==> src/rtl/rmsm_pkg.sv <==
`default_nettype none

package rmsm_pkg;

    localparam int SAMPLE_W   = 16;
    localparam int COUNT_W    = 16;
    localparam int MEAN_W     = 32;
    localparam int MEAN_FRAC  = 16;
    localparam int M2_FRAC    = 12;
    localparam int PROD_SHIFT = 2 * MEAN_FRAC - M2_FRAC;
    localparam int DIFF_W     = MEAN_W + 1;
    localparam int PROD_W     = 2 * DIFF_W;
    localparam int M2_W       = 64;
    localparam int ROOT_W     = M2_W / 2;
    localparam int SD_W       = 24;

    localparam logic REQ_SAMPLE = 1'b0;
    localparam logic REQ_CLEAR  = 1'b1;

    localparam logic [COUNT_W-1:0]  COUNT_FULL = '1;
    localparam logic [SAMPLE_W-1:0] SAMPLE_POS_MAX = {1'b0, {(SAMPLE_W-1){1'b1}}};
    localparam logic [SAMPLE_W-1:0] SAMPLE_NEG_MAX = {1'b1, {(SAMPLE_W-1){1'b0}}};

    typedef struct packed {
        logic accept;
        logic div_start;
        logic div_sel;      // 0: mean step, 1: variance step
        logic mean_upd;
        logic mul_start;
        logic m2_acc;
        logic sqrt_start;
        logic sd_zero;
        logic out_load;
    } cmd_t;

    typedef struct packed {
        logic upd;
        logic div_done;
        logic mul_done;
        logic sqrt_done;
        logic count_zero;
        logic out_free;
    } status_t;

endpackage

`default_nettype wire

==> src/rtl/rmsm_div.sv <==
`default_nettype none

module rmsm_div
    import rmsm_pkg::*;
(
    input  wire logic                clk,
    input  wire logic                rst_n,
    input  wire logic                start,
    input  wire logic [M2_W-1:0]     dividend,
    input  wire logic [COUNT_W-1:0]  divisor,
    output logic      [M2_W-1:0]     quotient,
    output logic                     done
);

    localparam int CNT_W = $clog2(M2_W);

    logic [M2_W-1:0]    quot_reg;
    logic [COUNT_W-1:0] rem_reg;
    logic [CNT_W-1:0]   cnt_reg;
    logic               busy_reg;
    logic               done_reg;
    logic [COUNT_W:0]   rem_sh;
    logic               ge;
    logic [COUNT_W:0]   rem_sub;

    assign rem_sh  = {rem_reg, quot_reg[M2_W-1]};
    assign ge      = rem_sh >= {1'b0, divisor};
    assign rem_sub = rem_sh - {1'b0, divisor};

    always_ff @(posedge clk or negedge rst_n)
    begin
        if (!rst_n)
        begin
            busy_reg <= 1'b0;
            done_reg <= 1'b0;
            cnt_reg  <= '0;
        end
        else
        begin
            done_reg <= 1'b0;
            if (start)
            begin
                busy_reg <= 1'b1;
                cnt_reg  <= '0;
            end
            else if (busy_reg)
            begin
                cnt_reg <= cnt_reg + 1'b1;
                if (cnt_reg == CNT_W'(M2_W - 1))
                begin
                    busy_reg <= 1'b0;
                    done_reg <= 1'b1;
                end
            end
        end
    end

    // one quotient bit per cycle, restoring
    always_ff @(posedge clk)
    begin
        if (start)
        begin
            quot_reg <= dividend;
            rem_reg  <= '0;
        end
        else if (busy_reg)
        begin
            quot_reg <= {quot_reg[M2_W-2:0], ge};
            rem_reg  <= ge ? rem_sub[COUNT_W-1:0] : rem_sh[COUNT_W-1:0];
        end
    end

    assign quotient = quot_reg;
    assign done     = done_reg;

endmodule

`default_nettype wire

==> src/rtl/rmsm_sqrt.sv <==
`default_nettype none

module rmsm_sqrt
    import rmsm_pkg::*;
(
    input  wire logic              clk,
    input  wire logic              rst_n,
    input  wire logic              start,
    input  wire logic [M2_W-1:0]   radicand,
    output logic      [ROOT_W-1:0] root,
    output logic                   done
);

    localparam int CNT_W = $clog2(ROOT_W);
    localparam int REM_W = ROOT_W + 3;

    logic [M2_W-1:0]   val_reg;
    logic [REM_W-1:0]  rem_reg;
    logic [ROOT_W-1:0] root_reg;
    logic [CNT_W-1:0]  cnt_reg;
    logic              busy_reg;
    logic              done_reg;
    logic [REM_W-1:0]  rem_sh;
    logic [REM_W-1:0]  trial;
    logic              ge;

    assign rem_sh = {rem_reg[REM_W-3:0], val_reg[M2_W-1:M2_W-2]};
    assign trial  = {1'b0, root_reg, 2'b01};
    assign ge     = rem_sh >= trial;

    always_ff @(posedge clk or negedge rst_n)
    begin
        if (!rst_n)
        begin
            busy_reg <= 1'b0;
            done_reg <= 1'b0;
            cnt_reg  <= '0;
        end
        else
        begin
            done_reg <= 1'b0;
            if (start)
            begin
                busy_reg <= 1'b1;
                cnt_reg  <= '0;
            end
            else if (busy_reg)
            begin
                cnt_reg <= cnt_reg + 1'b1;
                if (cnt_reg == CNT_W'(ROOT_W - 1))
                begin
                    busy_reg <= 1'b0;
                    done_reg <= 1'b1;
                end
            end
        end
    end

    // two radicand bits in, one root bit out per cycle
    always_ff @(posedge clk)
    begin
        if (start)
        begin
            val_reg  <= radicand;
            rem_reg  <= '0;
            root_reg <= '0;
        end
        else if (busy_reg)
        begin
            val_reg  <= {val_reg[M2_W-3:0], 2'b00};
            rem_reg  <= ge ? (rem_sh - trial) : rem_sh;
            root_reg <= {root_reg[ROOT_W-2:0], ge};
        end
    end

    assign root = root_reg;
    assign done = done_reg;

endmodule

`default_nettype wire

==> src/rtl/rmsm_ctrl.sv <==
`default_nettype none

module rmsm_ctrl
    import rmsm_pkg::*;
(
    input  wire logic    clk,
    input  wire logic    rst_n,
    input  wire logic    in_valid,
    output logic         in_ready,
    input  wire status_t st,
    output cmd_t         cmd
);

    typedef enum logic [11:0] {
        S_IDLE = 12'b0000_0000_0001,
        S_CHK  = 12'b0000_0000_0010,
        S_DIV1 = 12'b0000_0000_0100,
        S_MEAN = 12'b0000_0000_1000,
        S_MULS = 12'b0000_0001_0000,
        S_MUL  = 12'b0000_0010_0000,
        S_ACC  = 12'b0000_0100_0000,
        S_STD  = 12'b0000_1000_0000,
        S_DIV2 = 12'b0001_0000_0000,
        S_SQS  = 12'b0010_0000_0000,
        S_SQW  = 12'b0100_0000_0000,
        S_DONE = 12'b1000_0000_0000
    } state_t;

    state_t state_reg, state_next;

    always_ff @(posedge clk or negedge rst_n)
    begin
        if (!rst_n)
            state_reg <= S_IDLE;
        else
            state_reg <= state_next;
    end

    always_comb
    begin
        state_next = state_reg;
        cmd        = '0;
        in_ready   = 1'b0;
        unique case (state_reg)
            S_IDLE:
            begin
                in_ready = 1'b1;
                if (in_valid)
                begin
                    cmd.accept = 1'b1;
                    state_next = S_CHK;
                end
            end
            S_CHK:
            begin
                if (st.upd)
                begin
                    cmd.div_start = 1'b1;
                    state_next    = S_DIV1;
                end
                else
                    state_next = S_STD;
            end
            S_DIV1:
                if (st.div_done)
                    state_next = S_MEAN;
            S_MEAN:
            begin
                cmd.mean_upd = 1'b1;
                state_next   = S_MULS;
            end
            S_MULS:
            begin
                cmd.mul_start = 1'b1;
                state_next    = S_MUL;
            end
            S_MUL:
                if (st.mul_done)
                    state_next = S_ACC;
            S_ACC:
            begin
                cmd.m2_acc = 1'b1;
                state_next = S_STD;
            end
            S_STD:
            begin
                if (st.count_zero)
                begin
                    cmd.sd_zero = 1'b1;
                    state_next  = S_DONE;
                end
                else
                begin
                    cmd.div_start = 1'b1;
                    cmd.div_sel   = 1'b1;
                    state_next    = S_DIV2;
                end
            end
            S_DIV2:
            begin
                cmd.div_sel = 1'b1;
                if (st.div_done)
                    state_next = S_SQS;
            end
            S_SQS:
            begin
                cmd.sqrt_start = 1'b1;
                state_next     = S_SQW;
            end
            S_SQW:
                if (st.sqrt_done)
                    state_next = S_DONE;
            S_DONE:
            begin
                if (st.out_free)
                begin
                    cmd.out_load = 1'b1;
                    state_next   = S_IDLE;
                end
            end
            default:
                state_next = S_IDLE;
        endcase
    end

endmodule

`default_nettype wire

==> src/rtl/rmsm_dp.sv <==
`default_nettype none

module rmsm_dp
    import rmsm_pkg::*;
(
    input  wire logic                clk,
    input  wire logic                rst_n,
    input  wire cmd_t                cmd,
    output status_t                  st,
    input  wire logic                req_type,
    input  wire logic [SAMPLE_W-1:0] sample,
    output logic                     out_valid,
    input  wire logic                out_ready,
    output logic [COUNT_W-1:0]       count_out,
    output logic [MEAN_W-1:0]        mean_out,
    output logic [SD_W-1:0]          stdev_out,
    output logic [SAMPLE_W-1:0]      min_out,
    output logic [SAMPLE_W-1:0]      max_out,
    output logic                     saturated_out
);

    localparam int MCNT_W = $clog2(DIFF_W);
    localparam int TERM_W = PROD_W - PROD_SHIFT;

    logic [COUNT_W-1:0]         count_reg;
    logic signed [MEAN_W-1:0]   mean_reg;
    logic [M2_W-1:0]            m2_reg;
    logic signed [SAMPLE_W-1:0] min_reg;
    logic signed [SAMPLE_W-1:0] max_reg;
    logic                       full_reg;
    logic                       upd_reg;
    logic signed [SAMPLE_W-1:0] x_reg;
    logic signed [DIFF_W-1:0]   d1_reg;
    logic [SD_W-1:0]            sd_reg;
    logic [PROD_W-1:0]          p_reg;
    logic [MCNT_W-1:0]          mcnt_reg;
    logic                       mbusy_reg;
    logic                       mdone_reg;
    logic                       out_valid_reg;

    logic signed [SAMPLE_W-1:0] x_in;
    logic signed [DIFF_W-1:0]   xs_in;
    logic signed [DIFF_W-1:0]   xs_cur;
    logic signed [DIFF_W-1:0]   mean_ext;
    logic signed [DIFF_W-1:0]   d1_in;
    logic signed [DIFF_W-1:0]   d2;
    logic [DIFF_W-1:0]          d1_mag;
    logic [DIFF_W-1:0]          d2_mag;
    logic [DIFF_W:0]            mul_sum;
    logic signed [DIFF_W:0]     delta;
    logic signed [DIFF_W:0]     mean_sum;
    logic [M2_W:0]              m2_sum;
    logic [M2_W-1:0]            div_a;
    logic [M2_W-1:0]            div_q;
    logic                       div_done;
    logic [M2_W-1:0]            radicand;
    logic [ROOT_W-1:0]          root;
    logic                       sqrt_done;

    assign x_in     = sample;
    assign xs_in    = {x_in[SAMPLE_W-1], x_in, {MEAN_FRAC{1'b0}}};
    assign xs_cur   = {x_reg[SAMPLE_W-1], x_reg, {MEAN_FRAC{1'b0}}};
    assign mean_ext = {mean_reg[MEAN_W-1], mean_reg};
    assign d1_in    = xs_in - mean_ext;
    assign d2       = xs_cur - mean_ext;
    assign d1_mag   = d1_reg[DIFF_W-1] ? DIFF_W'(-d1_reg) : DIFF_W'(d1_reg);
    assign d2_mag   = d2[DIFF_W-1] ? DIFF_W'(-d2) : DIFF_W'(d2);

    // truncating signed step: apply the sign of d1 to the magnitude quotient
    assign delta    = d1_reg[DIFF_W-1] ? -$signed({1'b0, div_q[DIFF_W-1:0]})
                                       : $signed({1'b0, div_q[DIFF_W-1:0]});
    assign mean_sum = {mean_ext[DIFF_W-1], mean_ext} + delta;

    assign mul_sum  = {1'b0, p_reg[PROD_W-1:DIFF_W]} + (p_reg[0] ? {1'b0, d1_mag} : '0);
    assign m2_sum   = {1'b0, m2_reg} + {1'b0, {(M2_W-TERM_W){1'b0}},
                                        p_reg[PROD_W-1:PROD_SHIFT]};

    assign div_a    = cmd.div_sel ? m2_reg : {{(M2_W-DIFF_W){1'b0}}, d1_mag};
    assign radicand = (div_q[M2_W-1:M2_W-4] != 4'd0) ? '1 : {div_q[M2_W-5:0], 4'd0};

    rmsm_div u_div (
        .clk      (clk),
        .rst_n    (rst_n),
        .start    (cmd.div_start),
        .dividend (div_a),
        .divisor  (count_reg),
        .quotient (div_q),
        .done     (div_done)
    );

    rmsm_sqrt u_sqrt (
        .clk      (clk),
        .rst_n    (rst_n),
        .start    (cmd.sqrt_start),
        .radicand (radicand),
        .root     (root),
        .done     (sqrt_done)
    );

    always_ff @(posedge clk or negedge rst_n)
    begin
        if (!rst_n)
        begin
            count_reg     <= '0;
            mean_reg      <= '0;
            m2_reg        <= '0;
            min_reg       <= SAMPLE_POS_MAX;
            max_reg       <= SAMPLE_NEG_MAX;
            full_reg      <= 1'b0;
            upd_reg       <= 1'b0;
            mbusy_reg     <= 1'b0;
            mdone_reg     <= 1'b0;
            mcnt_reg      <= '0;
            out_valid_reg <= 1'b0;
        end
        else
        begin
            mdone_reg <= 1'b0;
            if (cmd.accept)
            begin
                upd_reg <= 1'b0;
                if (req_type == REQ_CLEAR)
                begin
                    count_reg <= '0;
                    mean_reg  <= '0;
                    m2_reg    <= '0;
                    min_reg   <= SAMPLE_POS_MAX;
                    max_reg   <= SAMPLE_NEG_MAX;
                    full_reg  <= 1'b0;
                end
                else if (count_reg == COUNT_FULL)
                    full_reg <= 1'b1;
                else
                begin
                    count_reg <= count_reg + 1'b1;
                    upd_reg   <= 1'b1;
                    if (x_in < min_reg)
                        min_reg <= x_in;
                    if (x_in > max_reg)
                        max_reg <= x_in;
                end
            end
            if (cmd.mean_upd)
                mean_reg <= mean_sum[MEAN_W-1:0];
            if (cmd.m2_acc)
                m2_reg <= m2_sum[M2_W] ? '1 : m2_sum[M2_W-1:0];
            if (cmd.mul_start)
            begin
                mbusy_reg <= 1'b1;
                mcnt_reg  <= '0;
            end
            else if (mbusy_reg)
            begin
                mcnt_reg <= mcnt_reg + 1'b1;
                if (mcnt_reg == MCNT_W'(DIFF_W - 1))
                begin
                    mbusy_reg <= 1'b0;
                    mdone_reg <= 1'b1;
                end
            end
            if (cmd.out_load)
                out_valid_reg <= 1'b1;
            else if (out_ready)
                out_valid_reg <= 1'b0;
        end
    end

    always_ff @(posedge clk)
    begin
        if (cmd.accept)
        begin
            x_reg  <= x_in;
            d1_reg <= d1_in;
        end
        // shift-add multiply, one multiplier bit per cycle
        if (cmd.mul_start)
            p_reg <= {{DIFF_W{1'b0}}, d2_mag};
        else if (mbusy_reg)
            p_reg <= {mul_sum, p_reg[DIFF_W-1:1]};
        if (cmd.sd_zero)
            sd_reg <= '0;
        else if (sqrt_done)
            sd_reg <= (root[ROOT_W-1:SD_W] != '0) ? '1 : root[SD_W-1:0];
        if (cmd.out_load)
        begin
            count_out     <= count_reg;
            mean_out      <= mean_reg;
            stdev_out     <= cmd.sd_zero ? '0 : sd_reg;
            min_out       <= min_reg;
            max_out       <= max_reg;
            saturated_out <= full_reg;
        end
    end

    assign out_valid     = out_valid_reg;
    assign st.upd        = upd_reg;
    assign st.div_done   = div_done;
    assign st.mul_done   = mdone_reg;
    assign st.sqrt_done  = sqrt_done;
    assign st.count_zero = (count_reg == '0);
    assign st.out_free   = !out_valid_reg || out_ready;

endmodule

`default_nettype wire

==> src/rtl/running_mean_stdev_minmax_top.sv <==
`default_nettype none

// Running count, mean (Q16.16), population standard deviation (8 fraction bits),
// minimum and maximum of a signed 16-bit sample stream, by Welford's method.
// Every transfer in (add sample or clear) yields one result transfer out with the
// statistics as they stand after it. Items are handled one at a time; how long
// an added sample takes is set by the single 64-step restoring divider, used
// once for the mean update and once for M2/count, plus the 33-step shift-add
// multiplier and the 32-step square root. The output register holds a finished
// result, so the next item is taken while it waits. The count saturates at
// 65535; later samples are ignored and flagged.
module running_mean_stdev_minmax_top
    import rmsm_pkg::*;
(
    input  wire logic         clk,
    input  wire logic         rst_n,
    input  wire logic         s_axis_tvalid,
    output logic              s_axis_tready,
    input  wire logic [15:0]  s_axis_tdata,   // sample[15:0]
    input  wire logic [0:0]   s_axis_tuser,   // req_type[0]
    output logic              m_axis_tvalid,
    input  wire logic         m_axis_tready,
    output logic [103:0]      m_axis_tdata,   // count_out[15:0], mean_out[47:16],
                                              // stdev_out[71:48], min_out[87:72],
                                              // max_out[103:88]
    output logic [0:0]        m_axis_tuser    // saturated_out[0]
);

    cmd_t                cmd;
    status_t             st;
    logic [COUNT_W-1:0]  count_out;
    logic [MEAN_W-1:0]   mean_out;
    logic [SD_W-1:0]     stdev_out;
    logic [SAMPLE_W-1:0] min_out;
    logic [SAMPLE_W-1:0] max_out;
    logic                saturated_out;

    rmsm_ctrl u_ctrl (
        .clk      (clk),
        .rst_n    (rst_n),
        .in_valid (s_axis_tvalid),
        .in_ready (s_axis_tready),
        .st       (st),
        .cmd      (cmd)
    );

    rmsm_dp u_dp (
        .clk           (clk),
        .rst_n         (rst_n),
        .cmd           (cmd),
        .st            (st),
        .req_type      (s_axis_tuser[0]),
        .sample        (s_axis_tdata),
        .out_valid     (m_axis_tvalid),
        .out_ready     (m_axis_tready),
        .count_out     (count_out),
        .mean_out      (mean_out),
        .stdev_out     (stdev_out),
        .min_out       (min_out),
        .max_out       (max_out),
        .saturated_out (saturated_out)
    );

    assign m_axis_tdata    = {max_out, min_out, stdev_out, mean_out, count_out};
    assign m_axis_tuser[0] = saturated_out;

endmodule

`default_nettype wire

==> config.mk <==
export PLATFORM = sky130hd
export DESIGN_NAME = running_mean_stdev_minmax_top
export DESIGN_NICKNAME = d
export VERILOG_FILES = /design/src/rtl/rmsm_pkg.sv /design/src/rtl/rmsm_div.sv /design/src/rtl/rmsm_sqrt.sv /design/src/rtl/rmsm_ctrl.sv /design/src/rtl/rmsm_dp.sv /design/src/rtl/running_mean_stdev_minmax_top.sv
export SDC_FILE = /design/constraint.sdc
export NUM_CORES = 2
export LEC_CHECK = 0
export BUFFER_PORTS_ARGS = -buffer_cell sky130_fd_sc_hd__buf_4
export CAP_MARGIN = 20
export CORE_ASPECT_RATIO = 0.8
export CORE_MARGIN = 2
export CORE_UTILIZATION = 60
export DETAILED_ROUTE_END_ITERATION = 8
export PLACE_DENSITY = 0.74
export SLEW_MARGIN = 10
export SYNTH_ARGS = -nofsm -noshare
export SYNTH_HDL_FRONTEND = slang
export SYNTH_SLANG_ARGS = --single-unit
==> constraint.sdc <==
create_clock -name clk -period 20.8 [get_ports clk]
set_input_delay 2.08 -clock clk [delete_from_list [all_inputs] [get_ports clk]]
set_output_delay 2.08 -clock clk [all_outputs]
set_load 0.1 [all_outputs]
==> results.cfg <==
[synth]
ys_seq_area_share_pct = 44.1
syn_area_um2 = 37900
synth_seq_cells = 633
synthDistinctLibCells = 93
postSynthCellCount = 4026
synth_edf_count = 313
synth_area_per_cell_um2 = 9.43
ys_warn_count = 0
ys.flop_type = edfxtp_1
synth_fp_nets = 4284
synth_async_sr_flop_share_pct = 28.8

[floorplanning]
pin_count = 128
start_util_pct = 60.6
coreArea_um2 = 62600
die_y_um = 229
num_rows = 82
dieArea_um2 = 65300
die_x_um = 285

[global_route]
grt_util_all_layers_pct = 30.9
grt.met1_usage_pct = 47.4
busiest_layer = met1
gr-usage-met3_pct = 7.99
overflow = 0
grt_antenna_before_repair = 1
grt_max_degree = 98
use_met2_pct = 42.9
first_global_vias = 28200
grt_pass1_wl_um = 160000

[cts]
root_buffer = clkbuf_16
cts_buffer_depth = 3
clk_pin_slew_ps = 60
clk_latency_ps = 620
cts_tree = done
post_cts_buffers = 0
cts-htree-levels = 3
cts_buffers = 67
hold_buffers = 0
cts.sink_count = 633
ctsResizeCount = 0

[power]
p_sw_mw = 3.14
p_seq_share_pct = 30.5
power.leakage_nw = 18.0
irDropWorstVdd_uv = 90.4
p_comb_share_pct = 52.1
internal_power_mw = 3.86
power.density_nw_per_um2 = 167
clkPwrFrac_pct = 17.4
swShare_pct = 44.9

[layout]
layout-drive-gt1-share_pct = 8.86
largest_reg_flops = 66
syn_to_final_growth_pct = 10.4
n_fill_cell = 5084
stdcell_count = 4982
nets = 4345

[timing]
setup_tns_ps = 0
slew_viol_final = 0
min_period_ps = 5560
hold_viol_final = 0
whs_ps = 463
setup_viol = 0
worstMarginPinSlew_ps = 990
final.setup.worst_slack_ps = 15240
slew_headroom_pct = 33.4
clock-skew-final_ps = 18.5
rsz0062_at_grt = false
period_share_pct = 26.7
fmax_mhz = 180

[route]
avgRoutedWirePerCell_um = 20.6
drc_errors = 0
vias = 31000
dr.first_iter.drc_count = 3424
first_pass_iters = 6
wl_um = 102000
drt.antenna.violating_nets = 0
vias_per_cell = 6.23

[place]
place_inst = 4854
place_congestion = 0.964
port_buffers = 127
place_ws_ps = 15410
hpwl_um = 74200

[worst_setup_path]
crit_path_end_kind = flop
cp_max_fo = 5
arrival_ps = 6110
cp-start-kind = flop
crit_type = reg2reg
crit_required_ps = 21350

[outcome]
outcome = completed

[run]
drv_cap = 0

[hold_path]
hold_class = reg2reg
[metrics by stage]
stage                     power [mW]  area, um2  utilization, %
final                           7.00      41900            66.9
after global routing            7.46      41900            66.9
after CTS                       6.92      41800            66.8
after detailed placement        5.67      39600            63.3
after global placement          5.62      39600            63.3
after floorplan                 4.71      37900               -
[final timing paths]
path                       cells past startpoint                      to  slack, ps                    from
max                                           18          u_dp.p_reg[63]      15240          u_dp.d1_reg[4]
max in group asynchronous                      2     u_ctrl.state_reg[6]      18170                   rst_n
min                                            2  u_dp.u_div.rem_reg[15]        460  u_dp.u_div.rem_reg[15]
min reg2reg                                    2  u_dp.u_div.rem_reg[15]        460  u_dp.u_div.rem_reg[15]
min in group asynchronous                      1        u_dp.max_reg[11]       1440                   rst_n
max reg2reg                                   18          u_dp.p_reg[63]      15240          u_dp.d1_reg[4]
[power groups by stage]
| stage | registers [mW] | logic [mW] | clock network [mW] |
|---|---|---|---|
| after floorplan | 1.99 | 2.72 | 0 |
| final | 2.14 | 3.65 | 1.22 |
| after detailed placement | 2.14 | 3.53 | 0 |
| after global routing | 2.17 | 4.01 | 1.28 |
| after CTS | 2.12 | 3.56 | 1.23 |
| after global placement | 2.14 | 3.48 | 0 |
[worst max-delay path, stage by stage, from the launching register on]
cell       delay (ps)
edfxtp_1          430
nor4_1            600
nand2_1           180
nor2_1            350
nand2_1           180
o21ai_0           220
xor2_1            220
nor2b_1            70
ha_1              340
a21o_1            200
a21oi_1           140
o21ai_0            90
a31o_2            220
a311o_1           360
a2111oi_0         780
nor3_1            180
o41ai_1           480
mux2_2            390
nand2_1            60
[logic make-up (layout without fill, tap and decap cells)]
| family | Yosys count | in the layout | share of synthesized area [%] |
|---|---|---|---|
| AO/OA/AOI/OAI | 1172 | 1172 | 19.4 |
| XOR/XNOR | 282 | 282 | 6.51 |
| adder cells (fa/ha/maj) | 237 | 237 | 7.89 |
| buffers and inverters | 358 | 473 | 3.67 |
| flip-flops | 633 | 633 | 44.1 |
| multiplexers | 99 | 99 | 2.61 |
| other | 0 | 1 | 0 |
| AND/OR/NAND/NOR | 1245 | 1245 | 15.8 |
[synth_stat cells, types with 8 or more instances]
| library cell | count | share of area (%) |
|---|---|---|
| or4_1 | 13 | 0.26 |
| a22o_1 | 43 | 0.99 |
| o211ai_1 | 22 | 0.44 |
| ha_1 | 233 | 7.7 |
| nor2_1 | 302 | 3.0 |
| o21a_1 | 36 | 0.71 |
| o21bai_1 | 21 | 0.42 |
| a211oi_1 | 31 | 0.61 |
| inv_1 | 181 | 1.8 |
| nand3_1 | 87 | 1.1 |
| a21o_1 | 100 | 2.0 |
| a31o_2 | 13 | 0.30 |
| nor2b_1 | 87 | 1.4 |
| buf_2 | 8 | 0.11 |
| nor4_1 | 22 | 0.36 |
| a2111oi_0 | 8 | 0.18 |
| mux2i_1 | 98 | 2.6 |
| o31ai_1 | 44 | 0.87 |
| a31oi_1 | 43 | 0.71 |
| nand2_1 | 427 | 4.2 |
| dfxtp_1 | 138 | 7.3 |
| o22ai_1 | 34 | 0.56 |
| o22a_1 | 18 | 0.42 |
| nand2b_1 | 27 | 0.45 |
| buf_1 | 11 | 0.11 |
| a21oi_1 | 289 | 3.8 |
| dfstp_2 | 17 | 1.2 |
| nand4_1 | 50 | 0.82 |
| a21boi_0 | 9 | 0.18 |
| o21ai_0 | 354 | 4.7 |
| xnor2_1 | 164 | 3.8 |
| or2_2 | 18 | 0.30 |
| nand3b_1 | 19 | 0.38 |
| edfxtp_1 | 313 | 25 |
| o41ai_1 | 14 | 0.32 |
| clkbuf_1 | 149 | 1.5 |
| and3_1 | 37 | 0.61 |
| dfrtp_1 | 165 | 11 |
| and2_1 | 25 | 0.41 |
| or3_1 | 31 | 0.51 |
| nor3_1 | 50 | 0.66 |
| xor2_1 | 118 | 2.7 |
[cell usage in the layout, fill, tap and decap left out, types with 34 or more instances in the layout]
master     instances
a21o_1           100
a21oi_1          288
a22o_1            43
a31oi_1           43
and3_1            37
buf_4            163
clkbuf_16         68
dfrtp_1          164
dfxtp_1          138
edfxtp_1         313
ha_1             233
inv_1            180
mux2i_1           98
nand2_1          425
nand3_1           87
nand4_1           50
nor2_1           300
nor2b_1           84
nor3_1            50
o21a_1            35
o21ai_0          354
o22ai_1           34
o31ai_1           44
xnor2_1          164
xor2_1           118
[cell type report]
class	count	area (um2)	share of cell area (%)
inverter	182	683	1.63
timing repair buffer	168	1320	3.15
sequential	633	16700	40.0
antenna	1	2.50	0.00597
tap	840	1050	2.51
clock inverter	31	367	0.875
clock buffer	92	1840	4.40
multi-input combinational	3035	19900	47.5
[routing by layer]
metal | share of wire [%] | vias up | wire length, um
li1 | - | 14800 | -
met1 | 47 | 14900 | 47900
met2 | 41 | 1189 | 41800
met3 | 10 | 141 | 10300
met4 | 2.3 | 4 | 2330
met5 | 0.10 | - | 104
Power figures use the tool's default switching activity.
